===== config.mk =====
export PLATFORM = sky130hd
export DESIGN_NAME = ftct_daydiv
export DESIGN_NICKNAME = d
export VERILOG_FILES = /design/src/hdl/ftct_pkg.sv /design/src/hdl/ftct_daydiv.sv
export SDC_FILE = /design/constraint.sdc
export NUM_CORES = 2
export LEC_CHECK = 0
export BUFFER_PORTS_ARGS = -buffer_cell sky130_fd_sc_hd__buf_2
export CAP_MARGIN = 0
export CORE_ASPECT_RATIO = 0.5
export CORE_MARGIN = 3
export CORE_UTILIZATION = 35
export CTS_CLUSTER_SIZE = 20
export DETAILED_ROUTE_END_ITERATION = 10
export GPL_TIMING_DRIVEN = 0
export PLACE_DENSITY = 0.57
export SLEW_MARGIN = 10
export SYNTH_ARGS = -nofsm -noshare
export SYNTH_HDL_FRONTEND = slang
export SYNTH_SLANG_ARGS = --single-unit

===== constraint.sdc =====
create_clock -name clk -period 11.1 [get_ports clk]
set_input_delay 1.11 -clock clk [delete_from_list [all_inputs] [get_ports clk]]
set_output_delay 1.11 -clock clk [all_outputs]
set_load 0.05 [all_outputs]

===== src/hdl/ftct_pkg.sv =====
`default_nettype none
// ----------------------------------------------------------------------------
// ftct_pkg
// Shared widths, constants and types of the tick count to calendar converter.
// ----------------------------------------------------------------------------
package ftct_pkg;

	localparam int TICK_W    = 64;
	localparam int DAY_W     = 24;          // quotient bits of the day divider
	localparam int DIV_SHIFT = 14;          // 864e9 = 2^14 * 52734375
	localparam int DIV_W     = 26;
	localparam int TOD_W     = DIV_W + DIV_SHIFT;
	localparam int SCALED_W  = TICK_W - 1 - DIV_SHIFT;   // count >> 14, count below 2^63
	localparam int SPLIT_W   = 24;          // low half of the scaled count
	localparam int LOP_W     = SPLIT_W + DAY_W;
	localparam int REM_W     = DIV_W + 1;   // remainder before the last correction
	localparam int KEEP_W    = DIV_SHIFT + REM_W;

	localparam logic [DIV_W-1:0] DAY_DIVISOR = 26'd52734375;
	localparam logic [DAY_W-1:0] DAY_RECIP   =
		DAY_W'((64'd1 << SCALED_W) / 64'(DAY_DIVISOR));

	localparam int DAY_LAT  = 4;
	localparam int CAL_LAT  = 16;
	localparam int CLK_LAT  = 6;
	localparam int CLK_PAD  = CAL_LAT - CLK_LAT;
	localparam int PIPE_LAT = DAY_LAT + CAL_LAT;

	// calendar constants; reciprocals are floor(2^s / d), s = operand width
	localparam logic [23:0] MARCH0_TO_1601 = 24'd584694;
	localparam logic [17:0] ERA_DAYS       = 18'd146097;
	localparam logic [6:0]  ERA_RECIP      = 7'((64'd1 << 24) / 64'(ERA_DAYS));
	localparam logic [2:0]  WEEK_LEN       = 3'd7;
	localparam logic [21:0] WEEK_RECIP     = 22'((64'd1 << 24) / 64'(WEEK_LEN));
	localparam logic [10:0] DAYS_4Y        = 11'd1460;
	localparam logic [7:0]  RECIP_4Y       = 8'((64'd1 << 18) / 64'(DAYS_4Y));
	localparam logic [15:0] DAYS_100Y      = 16'd36524;
	localparam logic [2:0]  RECIP_100Y     = 3'((64'd1 << 18) / 64'(DAYS_100Y));
	localparam logic [17:0] DAYS_400Y_M1   = 18'd146096;
	localparam logic [8:0]  YEAR_DAYS      = 9'd365;
	localparam logic [9:0]  RECIP_YEAR     = 10'((64'd1 << 18) / 64'(YEAR_DAYS));
	localparam logic [6:0]  CENTURY        = 7'd100;
	localparam logic [2:0]  RECIP_CENTURY  = 3'((64'd1 << 9) / 64'(CENTURY));
	localparam logic [7:0]  MONTH_SPAN     = 8'd153;
	localparam logic [3:0]  RECIP_SPAN     = 4'((64'd1 << 11) / 64'(MONTH_SPAN));
	localparam logic [2:0]  MP_SCALE       = 3'd5;
	localparam logic [1:0]  MP_BIAS        = 2'd2;
	localparam logic [8:0]  RECIP_FIVE     = 9'((64'd1 << 11) / 64'(MP_SCALE));
	localparam logic [6:0]  MPX_MUL        = 7'(64'(MP_SCALE) * 64'(RECIP_SPAN));
	localparam logic [4:0]  MPX_ADD        = 5'(64'(MP_BIAS) * 64'(RECIP_SPAN));
	localparam logic [15:0] DSUB_MUL       = 16'(64'(MONTH_SPAN) * 64'(RECIP_FIVE));
	localparam logic [9:0]  DSUB_ADD       = 10'(64'(MP_BIAS) * 64'(RECIP_FIVE));
	localparam logic [3:0]  MARCH_WRAP     = 4'd10;
	localparam logic [8:0]  ERA_YEARS      = 9'd400;

	// time-of-day constants
	localparam int          SEC_SHIFT  = 7;     // 1e7 = 2^7 * 78125
	localparam int          MS_SHIFT   = 4;     // 1e4 = 2^4 * 625
	localparam logic [16:0] SEC_DIV    = 17'd78125;
	localparam logic [16:0] SOD_RECIP  = 17'((64'd1 << 33) / 64'(SEC_DIV));
	localparam logic [9:0]  MS_DIV     = 10'd625;
	localparam logic [10:0] MS_RECIP   = 11'((64'd1 << 20) / 64'(MS_DIV));
	localparam logic [11:0] HOUR_SECS  = 12'd3600;
	localparam logic [5:0]  HOUR_RECIP = 6'((64'd1 << 17) / 64'(HOUR_SECS));
	localparam logic [5:0]  MIN_SECS   = 6'd60;
	localparam logic [6:0]  MIN_RECIP  = 7'((64'd1 << 12) / 64'(MIN_SECS));

	typedef struct packed {
		logic [4:0] hour;
		logic [5:0] minute;
		logic [5:0] second;
		logic [9:0] millisecond;
	} hms_t;

endpackage
`default_nettype wire


===== src/hdl/ftct_daydiv.sv =====
`default_nettype none
// ----------------------------------------------------------------------------
// ftct_daydiv
// Tick count / 864e9 into days and tick of day, four register stages.
// 864e9 = 2^14 * 52734375: the count >> 14 is multiplied by
// floor(2^49 / 52734375) in two halves, giving a quotient that is low by at
// most one; a compare and subtract on the remainder settles it.
// ----------------------------------------------------------------------------
module ftct_daydiv import ftct_pkg::*; (
	input  logic                clk,
	input  logic                en,
	input  logic [TICK_W-2:0]   ticks,
	output logic [DAY_W-1:0]    days,
	output logic [TOD_W-1:0]    tod
);

	logic [SCALED_W-1:0]  scaled;
	logic [SCALED_W-1:0]  hi_n, est_n;
	logic [LOP_W-1:0]     lo_n;
	logic [REM_W-1:0]     rem_n;

	logic [SCALED_W-1:0]  hi_s1;
	logic [LOP_W-1:0]     lo_s1;
	logic [KEEP_W-1:0]    low_s1, low_s2;
	logic [DAY_W-1:0]     quo_s2, quo_s3, days_s4;
	logic [REM_W-1:0]     rem_s3;
	logic [DIV_SHIFT-1:0] frac_s3, frac_s4;
	logic [DIV_W-1:0]     rem_s4;

	always_comb begin
		scaled = ticks[TICK_W-2:DIV_SHIFT];
		hi_n   = SCALED_W'(scaled[SCALED_W-1:SPLIT_W]) * SCALED_W'(DAY_RECIP);
		lo_n   = LOP_W'(scaled[SPLIT_W-1:0]) * LOP_W'(DAY_RECIP);
		// full product >> 24; the quotient estimate is its top DAY_W bits
		est_n  = hi_s1 + SCALED_W'(lo_s1[LOP_W-1:SPLIT_W]);
		// remainder is below twice the divisor, so the low REM_W bits are exact
		rem_n  = low_s2[KEEP_W-1:DIV_SHIFT] - REM_W'(quo_s2) * REM_W'(DAY_DIVISOR);
	end

	always_ff @(posedge clk) begin
		if (en) begin
			hi_s1   <= hi_n;
			lo_s1   <= lo_n;
			low_s1  <= ticks[KEEP_W-1:0];

			quo_s2  <= est_n[SCALED_W-1:SCALED_W-DAY_W];
			low_s2  <= low_s1;

			quo_s3  <= quo_s2;
			rem_s3  <= rem_n;
			frac_s3 <= low_s2[DIV_SHIFT-1:0];

			if (rem_s3 >= REM_W'(DAY_DIVISOR)) begin
				days_s4 <= quo_s3 + DAY_W'(1);
				rem_s4  <= DIV_W'(rem_s3 - REM_W'(DAY_DIVISOR));
			end else begin
				days_s4 <= quo_s3;
				rem_s4  <= rem_s3[DIV_W-1:0];
			end
			frac_s4 <= frac_s3;
		end
	end

	assign days = days_s4;
	assign tod  = {rem_s4, frac_s4};

endmodule
`default_nettype wire


==> After elaboration in Yosys (flattened, before gate mapping) <==
Cells that the tools add are included.
{ "classes": {"n_addsub": 4, "muxes": 2, "magnitude_cmp": 1, "multipliers": 3} }
{ "ops": {"columns": ["operator", "count"], "rows": [
  ["$add A49 B24 Y49", 1],
  ["$mul A25 B24 Y49 const B", 1],
  ["$mul A24 B24 Y48 const B", 1],
  ["$ge A27 B26 Y1 const B", 1],
  ["$mul A24 B26 Y27 const B", 1],
  ["$sub A27 B27 Y27", 1],
  ["$mux W26", 1],
  ["$sub A26 B26 Y26 const B", 1],
  ["$add A24 B1 Y24 const B", 1],
  ["$mux W24", 1]
]} }
{ "totals": {"word_cells": 21, "ff_bits": 332, "output_inout_bits": 64, "input_bits": 65} }

==> Depth between registers and ports, before layout <==
{ "logic_depth": {"ltp_word": 2, "mapped_depth": 25, "mapped_depth_nobuf": 25} }

==> Worst setup path after synthesis <==
Ideal clock, no wire load.
{ "synth_path": {"kind": "input port to flip-flop", "from": "input ticks[32]", "to": "register lo_s1[45] (data pin)", "setup_slack_ps": 3728, "setup_ps": 262, "arrival_ps": 7110, "t_required_ps": 10838, "path_stages": 22, "path_buffers": 0, "path_cell_list": "fa_1 -> inv_1 -> fa_1 -> inv_1 -> fa_1 -> fa_1 -> fa_1 -> fa_1 -> inv_1 -> fa_1 -> inv_1 -> ha_1 -> a21o_1 -> a211oi_1 -> o21bai_1 -> o31a_1 -> o31a_1 -> a21oi_4 -> o21ai_2 -> a221oi_2 -> o21bai_1 -> xor2_1"} }
{ "synth_between": {"elab_chain_cells": 1} }
{ "synth_rtl": {"columns": ["element", "line_no", "rtl"], "rows": [
  ["start: declaration", "ftct_daydiv.sv:12", "input logic [TICK_W-2:0] ticks,"],
  ["$mul A24 B24 Y48", "ftct_daydiv.sv:33", "lo_n = LOP_W'(scaled[SPLIT_W-1:0]) * LOP_W'(DAY_RECIP);"],
  ["named net lo_n[45]", "ftct_daydiv.sv:19", "logic [LOP_W-1:0] lo_n;"],
  ["end signal: assignment", "ftct_daydiv.sv:43", "lo_s1 <= lo_n;"],
  ["end: declaration", "ftct_daydiv.sv:23", "logic [LOP_W-1:0] lo_s1;"]
]} }
The timed path passes the listed nets, and every way through them passes these cells.
A chain may end at the register's enable or synchronous reset.

==> Worst setup path in the final report <==
{ "layout_path": {"from": "input ticks[31]", "to": "register lo_s1[45] (data pin)"} }
The elaborated chain is that of the path after synthesis.

==> qor.yml <==
status:
  status: "finished clean"
critical_path:
  worstPathMaxFanout: 7
  critPathRequiredTime_ps: 11380
  start_kind: "input port"
  timing.rr.end: "rem_s3[26]"
  cp-end-kind: "flip-flop"
  critPathMaxStageDelay_ps: 630
  slowest_stage: "fa_1"
  path_class: "input port to flip-flop"
  reg2reg_from: "quo_s2[4]"
  rrSetupSlack_ps: 3910
  cp.arrival_ps: 7990
  crit_family: "adder cells"
  path_cells: "buf_2 -> inv_1 -> fa_1 -> fa_1 -> inv_1 -> fa_1 -> fa_1 -> fa_1 -> fa_1 -> inv_1 -> fa_1 -> inv_1 -> ha_1 -> a21o_1 -> a211oi_1 -> o21bai_1 -> o31a_1 -> o31a_1 -> a21oi_4 -> o21ai_2 -> a221oi_2 -> o21bai_1 -> xor2_1"
  r2r_cells: 18
  cpMostUsedCell: "fa_1"
  crit_buf_inv: 5
synth:
  netlist_top_cells_area: "fa_1 (32%), edfxtp_1 (23%), ha_1 (22%)"
  synth_nets: 4895
  synth_area_sq_mm: 0.0402
  async_reset_ff_share_pct: 0
  yosys.area.top_type: "fa_1"
  yosysTopAreaCellShare_pct: 32.0
  synth_edf_count: 307
  yosysSeqAreaShare_pct: 22.9
  syn_inst: 3488
  yosysWarningCount: 0
  synth_seq_cells: 307
  synth_ff_type: "edfxtp_1"
  synth_cell_types: 73
  syn_area_per_cell_sq_um: 11.5
die:
  core_area_sq_mm: 0.113
  dieArea_sq_mm: 0.119
  start_util_pct: 35.5
  die_y_microns: 246
  die_w_microns: 485
  std_cell_rows: 87
  ioPinCount: 129
timing:
  layout_min_cycle_time_ps: 7710
  slew_violations: 0
  fin_tns_setup_ps: 0
  setup_viol: 0
  fmax_mhz: 130
  worst_slew_pin_slew_ps: 924
  final-hold-violation-count: 0
  maxSlewHeadroom_pct: 36.8
  post-route-period-util_pct: 69.4
  skew_ps: 13.4
  rsz0062_at_grt: "no"
detailed_routing:
  wl_mm: 85.9
  antenna_left: 0
  drtIter0Drc: 931
  vias_per_cell: 4.58
  via_count: 23800
  drt_pre_antenna_iters: 5
  drc: 0
  avgRoutedWirePerCell_microns: 16.5
global_route:
  globalRouteOverflowTotal: 0
  grt_pass1_wl_mm: 141
  grt_usage_pct: 14.9
  antenna_found_initial: 2
  grt_max_degree: 120
  grt_pass1_vias: 26000
layout:
  final_util_pct: 38.8
  drive_gt1_share_pct: 5.76
  mostFrequentLayoutCells: "inv_1 (977), ha_1 (699), fa_1 (643)"
  layout_commonest_cell: "inv_1"
  postLayoutCellArea_sq_mm: 0.0440
  area_growth_pct: 9.43
  nets: 5062
place:
  dpl_cell_area_sq_mm: 0.0428
  dp_hpwl_mm: 74.4
  port_buffers: 128
  gp_congestion: 0.885
min_path:
  hold_depth: 0
  hold_start: "low_s1[33]"
  hold_path_class: "flip-flop to flip-flop"
  min_to: "low_s2[33]"
clocking:
  cts_tree: "done"
  ctsHoldBuffers: 0
  cts_resized: 0
  cts_buffers: 35
  clkTransAtPathRegs_ps: 60
  cts.root.buffer_cell: "clkbuf_16"
  ctsHtreeMaxLevel: 2
  clock-sinks: 307
  cts_setup_buffers: 0
  clk_latency_ps: 540
  cts_buffer_depth: 3
run:
  cap_violations: 0
[layer usage]
metal / up-vias / track usage [%] / wire [microns]
met4: 0 / 2.92 / 1560
met5: - / 0 / 0
met3: 95 / 1.45 / 2240
met1: 11900 / 20.3 / 39800
met2: 280 / 25.9 / 42200
li1: 11500 / - / -
[per-stage QoR]
stage / worst slack [ps] / hold slack [ps] / std cells
2_1_floorplan: 3730 / 400 / 3488
3_3_place_gp: 2860 / 401 / 5129
3_5_place_dp: 2820 / 405 / 5131
4_1_cts: 3400 / 412 / 5194
5_1_grt: 3090 / 418 / 5194
6_report: 3390 / 413 / 5195
[cell families after synthesis]
family                   count (synthesis)  synth area share (%)
adder cells (fa/ha/maj)               1342                  53.8
buffers and inverters                  984                  9.20
AND/OR/NAND/NOR                        327                  4.08
AO/OA/AOI/OAI                          316                  5.36
flip-flops                             307                  22.9
XOR/XNOR                               208                  4.53
multiplexers                             4                 0.106
[how the worst max path moves through the flow]
stage                            to  slack, ps  cells past startpoint  startpoint
after global placement    lo_s1[45]       2860                     23   ticks[31]
after floorplan           lo_s1[45]       3730                     22   ticks[32]
after global routing      lo_s1[45]       3090                     23   ticks[31]
after detailed placement  lo_s1[45]       2820                     23   ticks[31]
final                     lo_s1[45]       3390                     23   ticks[31]
after CTS                 lo_s1[45]       3400                     23   ticks[31]
[area by class of cell]
cell class                 count  area, sq um
timing repair buffer         130          706
clock buffer                  39          891
buffer                         7         28.8
tap                         1513         1890
multi-input combinational   2197        27300
sequential                   307         9220
clock inverter                24          298
antenna                        1         2.50
fill                       10900        69300
inverter                     977         3670
[synth_stat cells, types with 4 or more instances]
cell type  instances
a211oi_1           7
a21boi_0           4
a21o_1            61
a21oi_1           99
a221oi_1           4
a31oi_1            8
and2_1            11
and3_1            25
and4_1             9
clkbuf_1           5
edfxtp_1         307
fa_1             643
ha_1             699
inv_1            977
nand2_1           76
nand2b_1          18
nand3_1           29
nand4_1           19
nor2_1            77
nor2b_1           17
nor3_1            20
nor4_1             5
o211ai_1           6
o21a_1            13
o21ai_0           34
o21ai_1           13
o21bai_1          17
o311ai_1           4
o31ai_1            4
or2_2              6
or3_1              5
xnor2_1          131
xor2_1            77
[registers in the layout, indices dropped and copies added, names as in the netlist]
signal and cells:
quo_s2 24, low_s2 41, lo_s1 25, frac_s4 14, frac_s3 14, rem_s3 27, low_s1 39, quo_s3 24
hi_s1 49, days 24, rem_s4 26
Power is left out: the tool's default activity adds up to more than one toggle a clock period on the data nets, which glitch-free logic cannot reach.
