--- src/hdl/ftct_pkg.sv ---
`default_nettype none
// ----------------------------------------------------------------------------
// ftct_pkg
// Shared widths, constants and types of the tick count to calendar converter.
// ----------------------------------------------------------------------------
package ftct_pkg;

	localparam int TICK_W    = 64;
	localparam int DAY_W     = 24;          // quotient bits of the day divider
	localparam int DIV_SHIFT = 14;          // 864e9 = 2^14 * 52734375
	localparam int DIV_W     = 26;
	localparam int TOD_W     = DIV_W + DIV_SHIFT;
	localparam int SCALED_W  = TICK_W - 1 - DIV_SHIFT;   // count >> 14, count below 2^63
	localparam int SPLIT_W   = 24;          // low half of the scaled count
	localparam int LOP_W     = SPLIT_W + DAY_W;
	localparam int REM_W     = DIV_W + 1;   // remainder before the last correction
	localparam int KEEP_W    = DIV_SHIFT + REM_W;

	localparam logic [DIV_W-1:0] DAY_DIVISOR = 26'd52734375;
	localparam logic [DAY_W-1:0] DAY_RECIP   =
		DAY_W'((64'd1 << SCALED_W) / 64'(DAY_DIVISOR));

	localparam int DAY_LAT  = 4;
	localparam int CAL_LAT  = 16;
	localparam int CLK_LAT  = 6;
	localparam int CLK_PAD  = CAL_LAT - CLK_LAT;
	localparam int PIPE_LAT = DAY_LAT + CAL_LAT;

	// calendar constants; reciprocals are floor(2^s / d), s = operand width
	localparam logic [23:0] MARCH0_TO_1601 = 24'd584694;
	localparam logic [17:0] ERA_DAYS       = 18'd146097;
	localparam logic [6:0]  ERA_RECIP      = 7'((64'd1 << 24) / 64'(ERA_DAYS));
	localparam logic [2:0]  WEEK_LEN       = 3'd7;
	localparam logic [21:0] WEEK_RECIP     = 22'((64'd1 << 24) / 64'(WEEK_LEN));
	localparam logic [10:0] DAYS_4Y        = 11'd1460;
	localparam logic [7:0]  RECIP_4Y       = 8'((64'd1 << 18) / 64'(DAYS_4Y));
	localparam logic [15:0] DAYS_100Y      = 16'd36524;
	localparam logic [2:0]  RECIP_100Y     = 3'((64'd1 << 18) / 64'(DAYS_100Y));
	localparam logic [17:0] DAYS_400Y_M1   = 18'd146096;
	localparam logic [8:0]  YEAR_DAYS      = 9'd365;
	localparam logic [9:0]  RECIP_YEAR     = 10'((64'd1 << 18) / 64'(YEAR_DAYS));
	localparam logic [6:0]  CENTURY        = 7'd100;
	localparam logic [2:0]  RECIP_CENTURY  = 3'((64'd1 << 9) / 64'(CENTURY));
	localparam logic [7:0]  MONTH_SPAN     = 8'd153;
	localparam logic [3:0]  RECIP_SPAN     = 4'((64'd1 << 11) / 64'(MONTH_SPAN));
	localparam logic [2:0]  MP_SCALE       = 3'd5;
	localparam logic [1:0]  MP_BIAS        = 2'd2;
	localparam logic [8:0]  RECIP_FIVE     = 9'((64'd1 << 11) / 64'(MP_SCALE));
	localparam logic [6:0]  MPX_MUL        = 7'(64'(MP_SCALE) * 64'(RECIP_SPAN));
	localparam logic [4:0]  MPX_ADD        = 5'(64'(MP_BIAS) * 64'(RECIP_SPAN));
	localparam logic [15:0] DSUB_MUL       = 16'(64'(MONTH_SPAN) * 64'(RECIP_FIVE));
	localparam logic [9:0]  DSUB_ADD       = 10'(64'(MP_BIAS) * 64'(RECIP_FIVE));
	localparam logic [3:0]  MARCH_WRAP     = 4'd10;
	localparam logic [8:0]  ERA_YEARS      = 9'd400;

	// time-of-day constants
	localparam int          SEC_SHIFT  = 7;     // 1e7 = 2^7 * 78125
	localparam int          MS_SHIFT   = 4;     // 1e4 = 2^4 * 625
	localparam logic [16:0] SEC_DIV    = 17'd78125;
	localparam logic [16:0] SOD_RECIP  = 17'((64'd1 << 33) / 64'(SEC_DIV));
	localparam logic [9:0]  MS_DIV     = 10'd625;
	localparam logic [10:0] MS_RECIP   = 11'((64'd1 << 20) / 64'(MS_DIV));
	localparam logic [11:0] HOUR_SECS  = 12'd3600;
	localparam logic [5:0]  HOUR_RECIP = 6'((64'd1 << 17) / 64'(HOUR_SECS));
	localparam logic [5:0]  MIN_SECS   = 6'd60;
	localparam logic [6:0]  MIN_RECIP  = 7'((64'd1 << 12) / 64'(MIN_SECS));

	typedef struct packed {
		logic [4:0] hour;
		logic [5:0] minute;
		logic [5:0] second;
		logic [9:0] millisecond;
	} hms_t;

endpackage
`default_nettype wire

--- src/hdl/ftct_split.sv ---
`default_nettype none
// ----------------------------------------------------------------------------
// ftct_split
// Day count to Gregorian date and weekday, tick of day to h:m:s.ms.
// Constant divisions by reciprocal multiply, then one correction step.
// ----------------------------------------------------------------------------
module ftct_split import ftct_pkg::*; (
	input  logic             clk,
	input  logic             en,
	input  logic [DAY_W-1:0] days,
	input  logic [TOD_W-1:0] tod,
	output logic [14:0]      year,
	output logic [3:0]       month,
	output logic [4:0]       day_of_month,
	output logic [2:0]       weekday,
	output hms_t             clock
);

	// ---------------- calendar path ----------------
	logic [23:0] z_s1, wx_s1, z_s2, wx_s2;
	logic [6:0]  era0_s2;
	logic [21:0] wk0_s2;
	logic [6:0]  era_s3, era_s4, era_s5, era_s6, era_s7, era_s8, era_s9, era_s10;
	logic [6:0]  era_s11, era_s12, era_s13, era_s14, era_s15;
	logic [2:0]  wd_s3, wd_s4, wd_s5, wd_s6, wd_s7, wd_s8, wd_s9, wd_s10;
	logic [2:0]  wd_s11, wd_s12, wd_s13, wd_s14, wd_s15, wd_s16;
	logic [17:0] doe_s3, doe_s4, doe_s5, doe_s6, doe_s7, doe_s8, doe_s9, doe_s10;
	logic [7:0]  a0_s4, a_s5;
	logic [2:0]  b0_s4, b_s5;
	logic        c_s5;
	logic [17:0] t_s6, t_s7;
	logic [9:0]  y0_s7;
	logic [8:0]  yoe_s8, yoe_s9, yoe_s10, yoe_s11, yoe_s12, yoe_s13, yoe_s14, yoe_s15;
	logic [2:0]  h0_s9, hund_s10;
	logic [8:0]  doy_s11, doy_s12, doy_s13, doy_s14, doy_s15;
	logic [3:0]  m0_s12, mp_s13, mp_s14, mp_s15;
	logic [8:0]  d0_s14, dq_s15;
	logic [14:0] year_s16;
	logic [3:0]  month_s16;
	logic [4:0]  day_s16;

	logic [30:0] era_p;
	logic [45:0] wk_p;
	logic [24:0] era_m, era_r, wk_m, wk_r;
	logic [25:0] a_p;
	logic [20:0] b_p;
	logic [18:0] a_r, b_r;
	logic [17:0] t_n;
	logic [27:0] y_p;
	logic [18:0] y_r;
	logic [9:0]  yoe_n;
	logic [11:0] h_p;
	logic [9:0]  h_r;
	logic [17:0] base_n, doy_n;
	logic [15:0] m_p;
	logic [11:0] mx_n, m_r;
	logic [19:0] d_p;
	logic [10:0] du_n, d_r;
	logic [9:0]  day_n;
	logic [3:0]  mon_n;
	logic [14:0] year_n;

	always_comb begin
		era_p  = 31'(z_s1) * 31'(ERA_RECIP);
		wk_p   = 46'(wx_s1) * 46'(WEEK_RECIP);
		era_m  = 25'(era0_s2) * 25'(ERA_DAYS);
		era_r  = 25'(z_s2) - era_m;
		wk_m   = 25'(wk0_s2) * 25'(WEEK_LEN);
		wk_r   = 25'(wx_s2) - wk_m;
		a_p    = 26'(doe_s3) * 26'(RECIP_4Y);
		b_p    = 21'(doe_s3) * 21'(RECIP_100Y);
		a_r    = 19'(doe_s4) - 19'(a0_s4) * 19'(DAYS_4Y);
		b_r    = 19'(doe_s4) - 19'(b0_s4) * 19'(DAYS_100Y);
		t_n    = doe_s5 - 18'(a_s5) + 18'(b_s5) - 18'(c_s5);
		y_p    = 28'(t_s6) * 28'(RECIP_YEAR);
		y_r    = 19'(t_s7) - 19'(y0_s7) * 19'(YEAR_DAYS);
		yoe_n  = (y_r >= 19'(YEAR_DAYS)) ? y0_s7 + 10'd1 : y0_s7;
		h_p    = 12'(yoe_s8) * 12'(RECIP_CENTURY);
		h_r    = 10'(yoe_s9) - 10'(h0_s9) * 10'(CENTURY);
		base_n = 18'(yoe_s10) * 18'(YEAR_DAYS) + 18'(yoe_s10[8:2]) - 18'(hund_s10);
		doy_n  = doe_s10 - base_n;
		// (5*doy + 2) * recip folded into one constant multiply
		m_p    = 16'(doy_s11) * 16'(MPX_MUL) + 16'(MPX_ADD);
		mx_n   = 12'(doy_s12) * 12'(MP_SCALE) + 12'(MP_BIAS);
		m_r    = mx_n - 12'(m0_s12) * 12'(MONTH_SPAN);
		d_p    = 20'(mp_s13) * 20'(DSUB_MUL) + 20'(DSUB_ADD);
		du_n   = 11'(mp_s14) * 11'(MONTH_SPAN) + 11'(MP_BIAS);
		d_r    = du_n - 11'(d0_s14) * 11'(MP_SCALE);
		day_n  = 10'(doy_s15) - 10'(dq_s15) + 10'd1;
		mon_n  = (mp_s15 >= MARCH_WRAP) ? mp_s15 - 4'd9 : mp_s15 + 4'd3;
		// Jan and Feb belong to the next year of a March-based year
		year_n = 15'(yoe_s15) + 15'(era_s15) * 15'(ERA_YEARS)
			+ 15'(mp_s15 >= MARCH_WRAP);
	end

	always_ff @(posedge clk) begin
		if (en) begin
			z_s1     <= days + MARCH0_TO_1601;
			wx_s1    <= days + 24'd1;

			z_s2     <= z_s1;
			wx_s2    <= wx_s1;
			era0_s2  <= era_p[30:24];
			wk0_s2   <= wk_p[45:24];

			if (era_r >= 25'(ERA_DAYS)) begin
				era_s3 <= era0_s2 + 7'd1;
				doe_s3 <= 18'(era_r - 25'(ERA_DAYS));
			end else begin
				era_s3 <= era0_s2;
				doe_s3 <= era_r[17:0];
			end
			wd_s3    <= (wk_r >= 25'(WEEK_LEN)) ? 3'(wk_r - 25'(WEEK_LEN)) : wk_r[2:0];

			a0_s4    <= a_p[25:18];
			b0_s4    <= b_p[20:18];
			doe_s4   <= doe_s3;
			era_s4   <= era_s3;
			wd_s4    <= wd_s3;

			a_s5     <= (a_r >= 19'(DAYS_4Y)) ? a0_s4 + 8'd1 : a0_s4;
			b_s5     <= (b_r >= 19'(DAYS_100Y)) ? b0_s4 + 3'd1 : b0_s4;
			c_s5     <= (doe_s4 >= DAYS_400Y_M1);
			doe_s5   <= doe_s4;
			era_s5   <= era_s4;
			wd_s5    <= wd_s4;

			t_s6     <= t_n;
			doe_s6   <= doe_s5;
			era_s6   <= era_s5;
			wd_s6    <= wd_s5;

			y0_s7    <= y_p[27:18];
			t_s7     <= t_s6;
			doe_s7   <= doe_s6;
			era_s7   <= era_s6;
			wd_s7    <= wd_s6;

			yoe_s8   <= yoe_n[8:0];
			doe_s8   <= doe_s7;
			era_s8   <= era_s7;
			wd_s8    <= wd_s7;

			h0_s9    <= h_p[11:9];
			yoe_s9   <= yoe_s8;
			doe_s9   <= doe_s8;
			era_s9   <= era_s8;
			wd_s9    <= wd_s8;

			hund_s10 <= (h_r >= 10'(CENTURY)) ? h0_s9 + 3'd1 : h0_s9;
			yoe_s10  <= yoe_s9;
			doe_s10  <= doe_s9;
			era_s10  <= era_s9;
			wd_s10   <= wd_s9;

			doy_s11  <= doy_n[8:0];
			yoe_s11  <= yoe_s10;
			era_s11  <= era_s10;
			wd_s11   <= wd_s10;

			m0_s12   <= m_p[14:11];
			doy_s12  <= doy_s11;
			yoe_s12  <= yoe_s11;
			era_s12  <= era_s11;
			wd_s12   <= wd_s11;

			mp_s13   <= (m_r >= 12'(MONTH_SPAN)) ? m0_s12 + 4'd1 : m0_s12;
			doy_s13  <= doy_s12;
			yoe_s13  <= yoe_s12;
			era_s13  <= era_s12;
			wd_s13   <= wd_s12;

			d0_s14   <= d_p[19:11];
			mp_s14   <= mp_s13;
			doy_s14  <= doy_s13;
			yoe_s14  <= yoe_s13;
			era_s14  <= era_s13;
			wd_s14   <= wd_s13;

			dq_s15   <= (d_r >= 11'(MP_SCALE)) ? d0_s14 + 9'd1 : d0_s14;
			mp_s15   <= mp_s14;
			doy_s15  <= doy_s14;
			yoe_s15  <= yoe_s14;
			era_s15  <= era_s14;
			wd_s15   <= wd_s14;

			year_s16  <= year_n;
			month_s16 <= mon_n;
			day_s16   <= day_n[4:0];
			wd_s16    <= wd_s15;
		end
	end

	assign year         = year_s16;
	assign month        = month_s16;
	assign day_of_month = day_s16;
	assign weekday      = wd_s16;

	// ---------------- time-of-day path ----------------
	logic [16:0]      sod0_s1, sod_s2, sod_s3;
	logic [TOD_W-1:0] tod_s1;
	logic [19:0]      msx_s2, msx_s3;
	logic [10:0]      ms0_s3;
	logic [5:0]       hr0_s3;
	logic [9:0]       ms_s4, ms_s5;
	logic [4:0]       hr_s4, hr_s5;
	logic [11:0]      rs_s4, rs_s5;
	logic [6:0]       mi0_s5;
	hms_t             hms_s6;
	hms_t             hms_dly [CLK_PAD];

	logic [49:0] s_p;
	logic [33:0] s_m, s_r;
	logic [16:0] srem_n;
	logic [30:0] ms_p;
	logic [22:0] hr_p;
	logic [20:0] ms_r;
	logic [10:0] ms_n;
	logic [17:0] hr_r;
	logic [5:0]  hr_n;
	logic [18:0] mi_p;
	logic [12:0] mi_r;
	logic [6:0]  mi_n;

	always_comb begin
		s_p    = 50'(tod[TOD_W-1:SEC_SHIFT]) * 50'(SOD_RECIP);
		s_m    = 34'(sod0_s1) * 34'(SEC_DIV);
		s_r    = 34'(tod_s1[TOD_W-1:SEC_SHIFT]) - s_m;
		srem_n = (s_r >= 34'(SEC_DIV)) ? 17'(s_r - 34'(SEC_DIV)) : s_r[16:0];
		ms_p   = 31'(msx_s2) * 31'(MS_RECIP);
		hr_p   = 23'(sod_s2) * 23'(HOUR_RECIP);
		ms_r   = 21'(msx_s3) - 21'(ms0_s3) * 21'(MS_DIV);
		ms_n   = (ms_r >= 21'(MS_DIV)) ? ms0_s3 + 11'd1 : ms0_s3;
		hr_r   = 18'(sod_s3) - 18'(hr0_s3) * 18'(HOUR_SECS);
		hr_n   = (hr_r >= 18'(HOUR_SECS)) ? hr0_s3 + 6'd1 : hr0_s3;
		mi_p   = 19'(rs_s4) * 19'(MIN_RECIP);
		mi_r   = 13'(rs_s5) - 13'(mi0_s5) * 13'(MIN_SECS);
		mi_n   = (mi_r >= 13'(MIN_SECS)) ? mi0_s5 + 7'd1 : mi0_s5;
	end

	always_ff @(posedge clk) begin
		if (en) begin
			sod0_s1 <= s_p[49:33];
			tod_s1  <= tod;

			sod_s2  <= (s_r >= 34'(SEC_DIV)) ? sod0_s1 + 17'd1 : sod0_s1;
			// (sub-second ticks) >> 4, ready for the divide by 625
			msx_s2  <= {srem_n, tod_s1[SEC_SHIFT-1:MS_SHIFT]};

			ms0_s3  <= ms_p[30:20];
			hr0_s3  <= hr_p[22:17];
			msx_s3  <= msx_s2;
			sod_s3  <= sod_s2;

			ms_s4   <= ms_n[9:0];
			hr_s4   <= hr_n[4:0];
			rs_s4   <= (hr_r >= 18'(HOUR_SECS)) ? 12'(hr_r - 18'(HOUR_SECS)) : hr_r[11:0];

			mi0_s5  <= mi_p[18:12];
			rs_s5   <= rs_s4;
			ms_s5   <= ms_s4;
			hr_s5   <= hr_s4;

			hms_s6.hour        <= hr_s5;
			hms_s6.minute      <= mi_n[5:0];
			hms_s6.second      <= (mi_r >= 13'(MIN_SECS)) ? 6'(mi_r - 13'(MIN_SECS)) : mi_r[5:0];
			hms_s6.millisecond <= ms_s5;

			// align with the longer calendar path
			hms_dly[0] <= hms_s6;
			for (int k = 1; k < CLK_PAD; k++) begin
				hms_dly[k] <= hms_dly[k-1];
			end
		end
	end

	assign clock = hms_dly[CLK_PAD-1];

endmodule
`default_nettype wire

--- config.mk ---
export PLATFORM = sky130hd
export DESIGN_NAME = ftct_split
export DESIGN_NICKNAME = d
export VERILOG_FILES = /design/src/hdl/ftct_pkg.sv /design/src/hdl/ftct_split.sv
export SDC_FILE = /design/constraint.sdc
export NUM_CORES = 2
export LEC_CHECK = 0
export BUFFER_PORTS_ARGS = -buffer_cell sky130_fd_sc_hd__buf_2
export CORE_ASPECT_RATIO = 1.75
export CORE_UTILIZATION = 56
export DETAILED_ROUTE_END_ITERATION = 8
export MAX_ROUTING_LAYER = met4
export PLACE_DENSITY = 0.84
export SETUP_SLACK_MARGIN = 0.4
export SLEW_MARGIN = 20
export SYNTH_ARGS = -nofsm -noshare
export SYNTH_HDL_FRONTEND = slang
export SYNTH_SLANG_ARGS = --single-unit
--- constraint.sdc ---
create_clock -name clk -period 7 [get_ports clk]
set_input_delay 0.7 -clock clk [delete_from_list [all_inputs] [get_ports clk]]
set_output_delay 0.7 -clock clk [all_outputs]
set_load 0.01 [all_outputs]
* Word-level counts from Yosys, hierarchy flattened
Memories as Yosys holds them, arrays and structs flattened. Cells that the tools add are included.
Word-level totals: logic and storage cells 200, memories kept 1, output and inout bits 54, flip-flop bits (word level) 827, memory bits (writable) 270, input port bits 66
Operators by class: order comparisons 14, $mul 28, add/sub/neg operators 46, mux-type cells 19
Memory list:
- hms_dly | words 10, width 27, rd ports 10, clocked after memory_dff 0, wr ports 10, RTL line ftct_split.sv:210 | hms_t hms_dly [CLK_PAD];
Operators with widths (count):
- 18-bit by 19-bit subtractor with 19-bit output | 3
- 33-bit by 17-bit multiplier with 50-bit output, second input constant | 1
- 24-bit by 25-bit subtractor with 25-bit output | 2
- 24-bit by 22-bit multiplier with 46-bit output, second input constant | 1
- 34-bit by 17-bit greater-or-equal comparator with 1-bit output, second input constant | 1
- 17-bit by 17-bit multiplier with 34-bit output, second input constant | 1
- 17-bit two-way mux | 2
- 33-bit by 34-bit subtractor with 34-bit output | 1
- 20-bit by 11-bit multiplier with 31-bit output, second input constant | 1
- 24-bit by 6-bit multiplier with 30-bit output, second input constant | 1
- 18-bit by 9-bit multiplier with 27-bit output, second input constant | 1
- 18-bit by 8-bit multiplier with 26-bit output, second input constant | 1
- 25-bit by 18-bit greater-or-equal comparator with 1-bit output, second input constant | 1
- 25-bit by 3-bit greater-or-equal comparator with 1-bit output, second input constant | 1
- 22-bit by 3-bit multiplier with 25-bit output, second input constant | 1
- 7-bit by 18-bit multiplier with 25-bit output, second input constant | 1
- 24-bit by 1-bit adder with 24-bit output, second input constant | 1
- 24-bit by 20-bit adder with 24-bit output, second input constant | 1
- 9-bit by 3-bit multiplier with 12-bit output, second input constant | 2
- 21-bit by 10-bit greater-or-equal comparator with 1-bit output, second input constant | 1
- 11-bit by 10-bit multiplier with 21-bit output, second input constant | 1
- 17-bit by 4-bit multiplier with 21-bit output, second input constant | 1
- 18-bit by 3-bit multiplier with 21-bit output, second input constant | 1
- 20-bit by 21-bit subtractor with 21-bit output | 1
- other kinds (69) | 78

* Longest topological paths before layout
word-level depth 5, mapped depth 26, mapped depth without buffers 25

* Worst setup path before layout
OpenSTA, ideal clock, no wires.
kind reg2reg, start point register sod0_s1[13], end point register sod_s2[1] (data pin), stages on the path, launching flop included 24, arrival 6.168 ns, slack 0.570 ns, buffers on the path 2, period minus slack after synthesis 6.430 ns, path through edfxtp_1 -> ha_1 -> ha_1 -> fa_1 -> inv_1 -> fa_1 -> fa_1 -> inv_1 -> fa_1 -> inv_1 -> ha_1 -> clkbuf_1 -> a21oi_1 -> o21ai_0 -> nand2b_1 -> nor4_1 -> nor2_1 -> a2111o_1 -> nand2_1 -> xnor2_1 -> a311o_1 -> nor4b_4 -> buf_4 -> mux2_1
Between the ends: word-level cells in the longest chain between the ends 4
Ends and longest elaborated chain:
- start: declaration | RTL line ftct_split.sv:200 | logic [16:0] sod0_s1, sod_s2, sod_s3;
- start signal: assignment | RTL line ftct_split.sv:243 | sod0_s1 <= s_p[49:33];
- 17-bit by 17-bit multiplier with 34-bit output | RTL line ftct_split.sv:227 | s_m = 34'(sod0_s1) * 34'(SEC_DIV);
- 33-bit by 34-bit subtractor with 34-bit output | RTL line ftct_split.sv:228 | s_r = 34'(tod_s1[TOD_W-1:SEC_SHIFT]) - s_m;
- 34-bit by 17-bit greater-or-equal comparator with 1-bit output | RTL line ftct_split.sv:246 | sod_s2 <= (s_r >= 34'(SEC_DIV)) ? sod0_s1 + 17'd1 : sod0_s1;
- 17-bit two-way mux | RTL line ftct_split.sv:246
- end signal: assignment | RTL line ftct_split.sv:246
- end: declaration | RTL line ftct_split.sv:200
Every way passes these cells. A chain may end at the register's enable or synchronous reset.

* Worst setup path after layout
start point register sod0_s1[5], end point register sod_s2[9] (data pin)
Between the ends: word-level cells in the longest chain between the ends 4, elaborated cells on any way between the ends 5, classes of those cells 2 x add/sub; 1 x mul; 1 x order compare; 1 x mux
Ends and longest elaborated chain (RTL line):
- 17-bit by 17-bit multiplier with 34-bit output | ftct_split.sv:227
- 33-bit by 34-bit subtractor with 34-bit output | ftct_split.sv:228
- 34-bit by 17-bit greater-or-equal comparator with 1-bit output | ftct_split.sv:246
- 17-bit two-way mux * | ftct_split.sv:246
Every way passes the cells marked *; elsewhere a longest branch is shown, timed or not.

==> impl_metrics.tcl <==
set metrics [dict create \
    status "completed" \
    viasPerCell 5.47 \
    endpoint_kind "flip-flop" \
    clk_pin_slew_ns 0.07 \
    timing.rr.start "sod0_s1[5]" \
    syn-num-nets 10600 \
    fmax_mhz 149 \
    yosysSeqAreaShare_pct 34.5 \
    layout_commonest_cell "inv_1" \
    drv_cap 0 \
    ys_async_sr_fraction_pct 0 \
    grt_start_max_net_pins 182 \
    cp-start-kind "flip-flop" \
    final-setup-viol-count 0 \
    clock_latency_ns 0.73 \
    boundaryPins 120 \
    fillCellCount 12700 \
    wirelength_mm 194 \
    final_cell_mix "inv_1 (1910), ha_1 (1477), edfxtp_1 (1093)" \
    setup.worst_path.start "sod0_s1[5]" \
    tritoncts "done" \
    drt-initial-drc-count 2785 \
    worst_pin_slew_ns 1.07 \
    relSlewSlack_pct 28.5 \
    vias 58600 \
    first_pass_iters 7 \
    grt_util_all_layers_pct 23.6 \
    synth_top_area_cell "edfxtp_1" \
    pre_cts_slack_ns -0.332 \
    hold_violations 0 \
    core_mm2 0.168 \
    cpMostUsedCell "fa_1" \
    die_h_um 547 \
    grt_setup_unrepaired "yes" \
    yosysWarnings 0 \
    initial_utilization_pct 56.6 \
    cts_buffer_depth 3 \
    antenna_found_initial 1 \
    synth.top_cell.area_share_pct 34.5 \
    cts_max_level 3 \
    fin_skew_ns 0.0327 \
    period_needed_ns 6.73 \
    ctsHoldBuffers 0 \
    synth_edf_count 1093 \
    die_w_um 314 \
    dpl.hpwl_mm 156 \
    placementRows 199 \
    slew_viol_final 0 \
    worst-setup-path-type "flip-flop to flip-flop" \
    die-area_mm2 0.172 \
    finalWorstSetupSlack_ns 0.269 \
    yosysUniqueCellTypes 88 \
    ys_ff_latch 1093 \
    postSynthAreaPerCell_um2 11.9 \
    grt_pass1_wl_mm 314 \
    final_layout_size_suffix_gt1_share_pct 8.49 \
    critical-path-max-stage-delay_ns 0.51 \
    crit_fanout 7 \
    cts_buffers 100 \
    port_buffers 115 \
    synth_top_flop_cell "edfxtp_1" \
    cts.sinks 1093 \
    grt_overflow 0 \
    grt_pass1_vias 64800 \
    final_antenna_net_count 0 \
    fin_crit_sh_pct 96.2 \
    hold_class "input port to flip-flop" \
    cts-root-buf "clkbuf_16" \
    placedCellCount 10500 \
    hold_start "tod[4]" \
    num-nets-final 11000 \
    crit_required_ns 7.46 \
    cp.arrival_ns 7.19 \
    area_growth_pct 10.1 \
    synth_top_cells_by_area "edfxtp_1 (34%), fa_1 (22%), ha_1 (20%), inv_1 (7.6%), xnor2_1 (2.9%)" \
    synth_area_mm2 0.0952 \
    hold_ws_ns 0.160 \
    gp_congestion 0.975 \
    wl_per_cell_um 18.1 \
    drc 0 \
    final_cells 10700 \
    syn_inst 7988 \
    crit_slowest_cell "edfxtp_1" \
]
path summary, 6_finish.rpt:
path                            slack (ns)         to  cells after the start
worst max-delay path                  0.27  sod_s2[9]                     27
worst min-delay path                  0.16  tod_s1[4]                      1
worst max register to register        0.27  sod_s2[9]                     27
worst min register to register        0.40   wd_s5[2]                      0
repair_timing:
action                     in CTS  in global routing
gates cloned                    1                  2
resized for setup              40                180
pin swaps                      10                 73
setup buffers                  18                 50
setup endpoints to repair      36                 65
cell usage after synthesis (50+ instances only):
master and instances:
a21o_1 152, a21oi_1 279, edfxtp_1 1093, fa_1 1029, ha_1 1514, inv_1 1917, nand2_1 180, nand2b_1 61
nand3_1 82, nand4_1 53, nor2_1 236, nor2b_1 59, nor3_1 90, o21a_1 51, o21ai_0 184, o21bai_1 50
xnor2_1 318, xor2_1 134
critical path: cells and delay by family (launching register included):
kind | cells | cell delay, ns
AND/OR/NAND/NOR | 6 | 0.96
XOR/XNOR | 2 | 0.26
adder cells (fa/ha/maj) | 7 | 2.70
buffers and inverters | 8 | 0.97
AO/OA/AOI/OAI | 4 | 1.06
flip-flops | 1 | 0.51
cells by family (layout without fill, tap and decap cells):
kind of cell | count (synthesis) | count (layout) | synth area share (%)
adder cells (fa/ha/maj) | 2543 | 2543 | 41.5
buffers and inverters | 1952 | 2467 | 7.71
flip-flops | 1093 | 1093 | 34.5
AO/OA/AOI/OAI | 970 | 970 | 6.64
AND/OR/NAND/NOR | 938 | 938 | 5.01
XOR/XNOR | 453 | 453 | 4.18
multiplexers | 39 | 39 | 0.432
other | 0 | 1 | 0
cell type report:
| class | count | area (um^2) | area share (%) |
|---|---|---|---|
| Inverter | 1917 | 7200 | 6.87 |
| Clock buffer | 121 | 2600 | 2.48 |
| Antenna cell | 1 | 2.50 | 0.00239 |
| Clock inverter | 64 | 596 | 0.568 |
| Sequential cell | 1093 | 32800 | 31.3 |
| Timing Repair Buffer | 365 | 2710 | 2.58 |
| Tap cell | 2211 | 2770 | 2.64 |
| Multi-Input combinational cell | 4943 | 56100 | 53.5 |
state kept, by name, summed over array words and instances, names as in the netlist, 20 cells and up:
| name | cells |
|---|---|
| wk0_s2 | 22 |
| wx_s1 | 24 |
| hms_s6 | 27 |
| wx_s2 | 24 |
| msx_s3 | 20 |
| msx_s2 | 20 |
| z_s2 | 24 |
| z_s1 | 24 |
| hms_dly | 270 |
| tod_s1 | 36 |
metrics by stage:
stage	instance area [um^2]	util [%]	TNS [ns]
final	105000	62.3	0
after global routing	105000	62.3	0
after CTS	103000	61.4	0
after detailed placement	99800	59.3	-0.803
after global placement	99800	59.3	-0.334
after floorplan	95200	-	0
metal layers:
layer / track usage [%] / routed length [um] / vias up
met1: 22.1 / 65100 / 29100
met4: 13.5 / 13300 / 0
met5: - / 0 / -
met2: 45.7 / 110000 / 1370
met3: 2.24 / 5310 / 718
li1: - / - / 27500
Power is left out: the tool's default activity adds up to more than one toggle a clock period on the data nets, which glitch-free logic cannot reach.
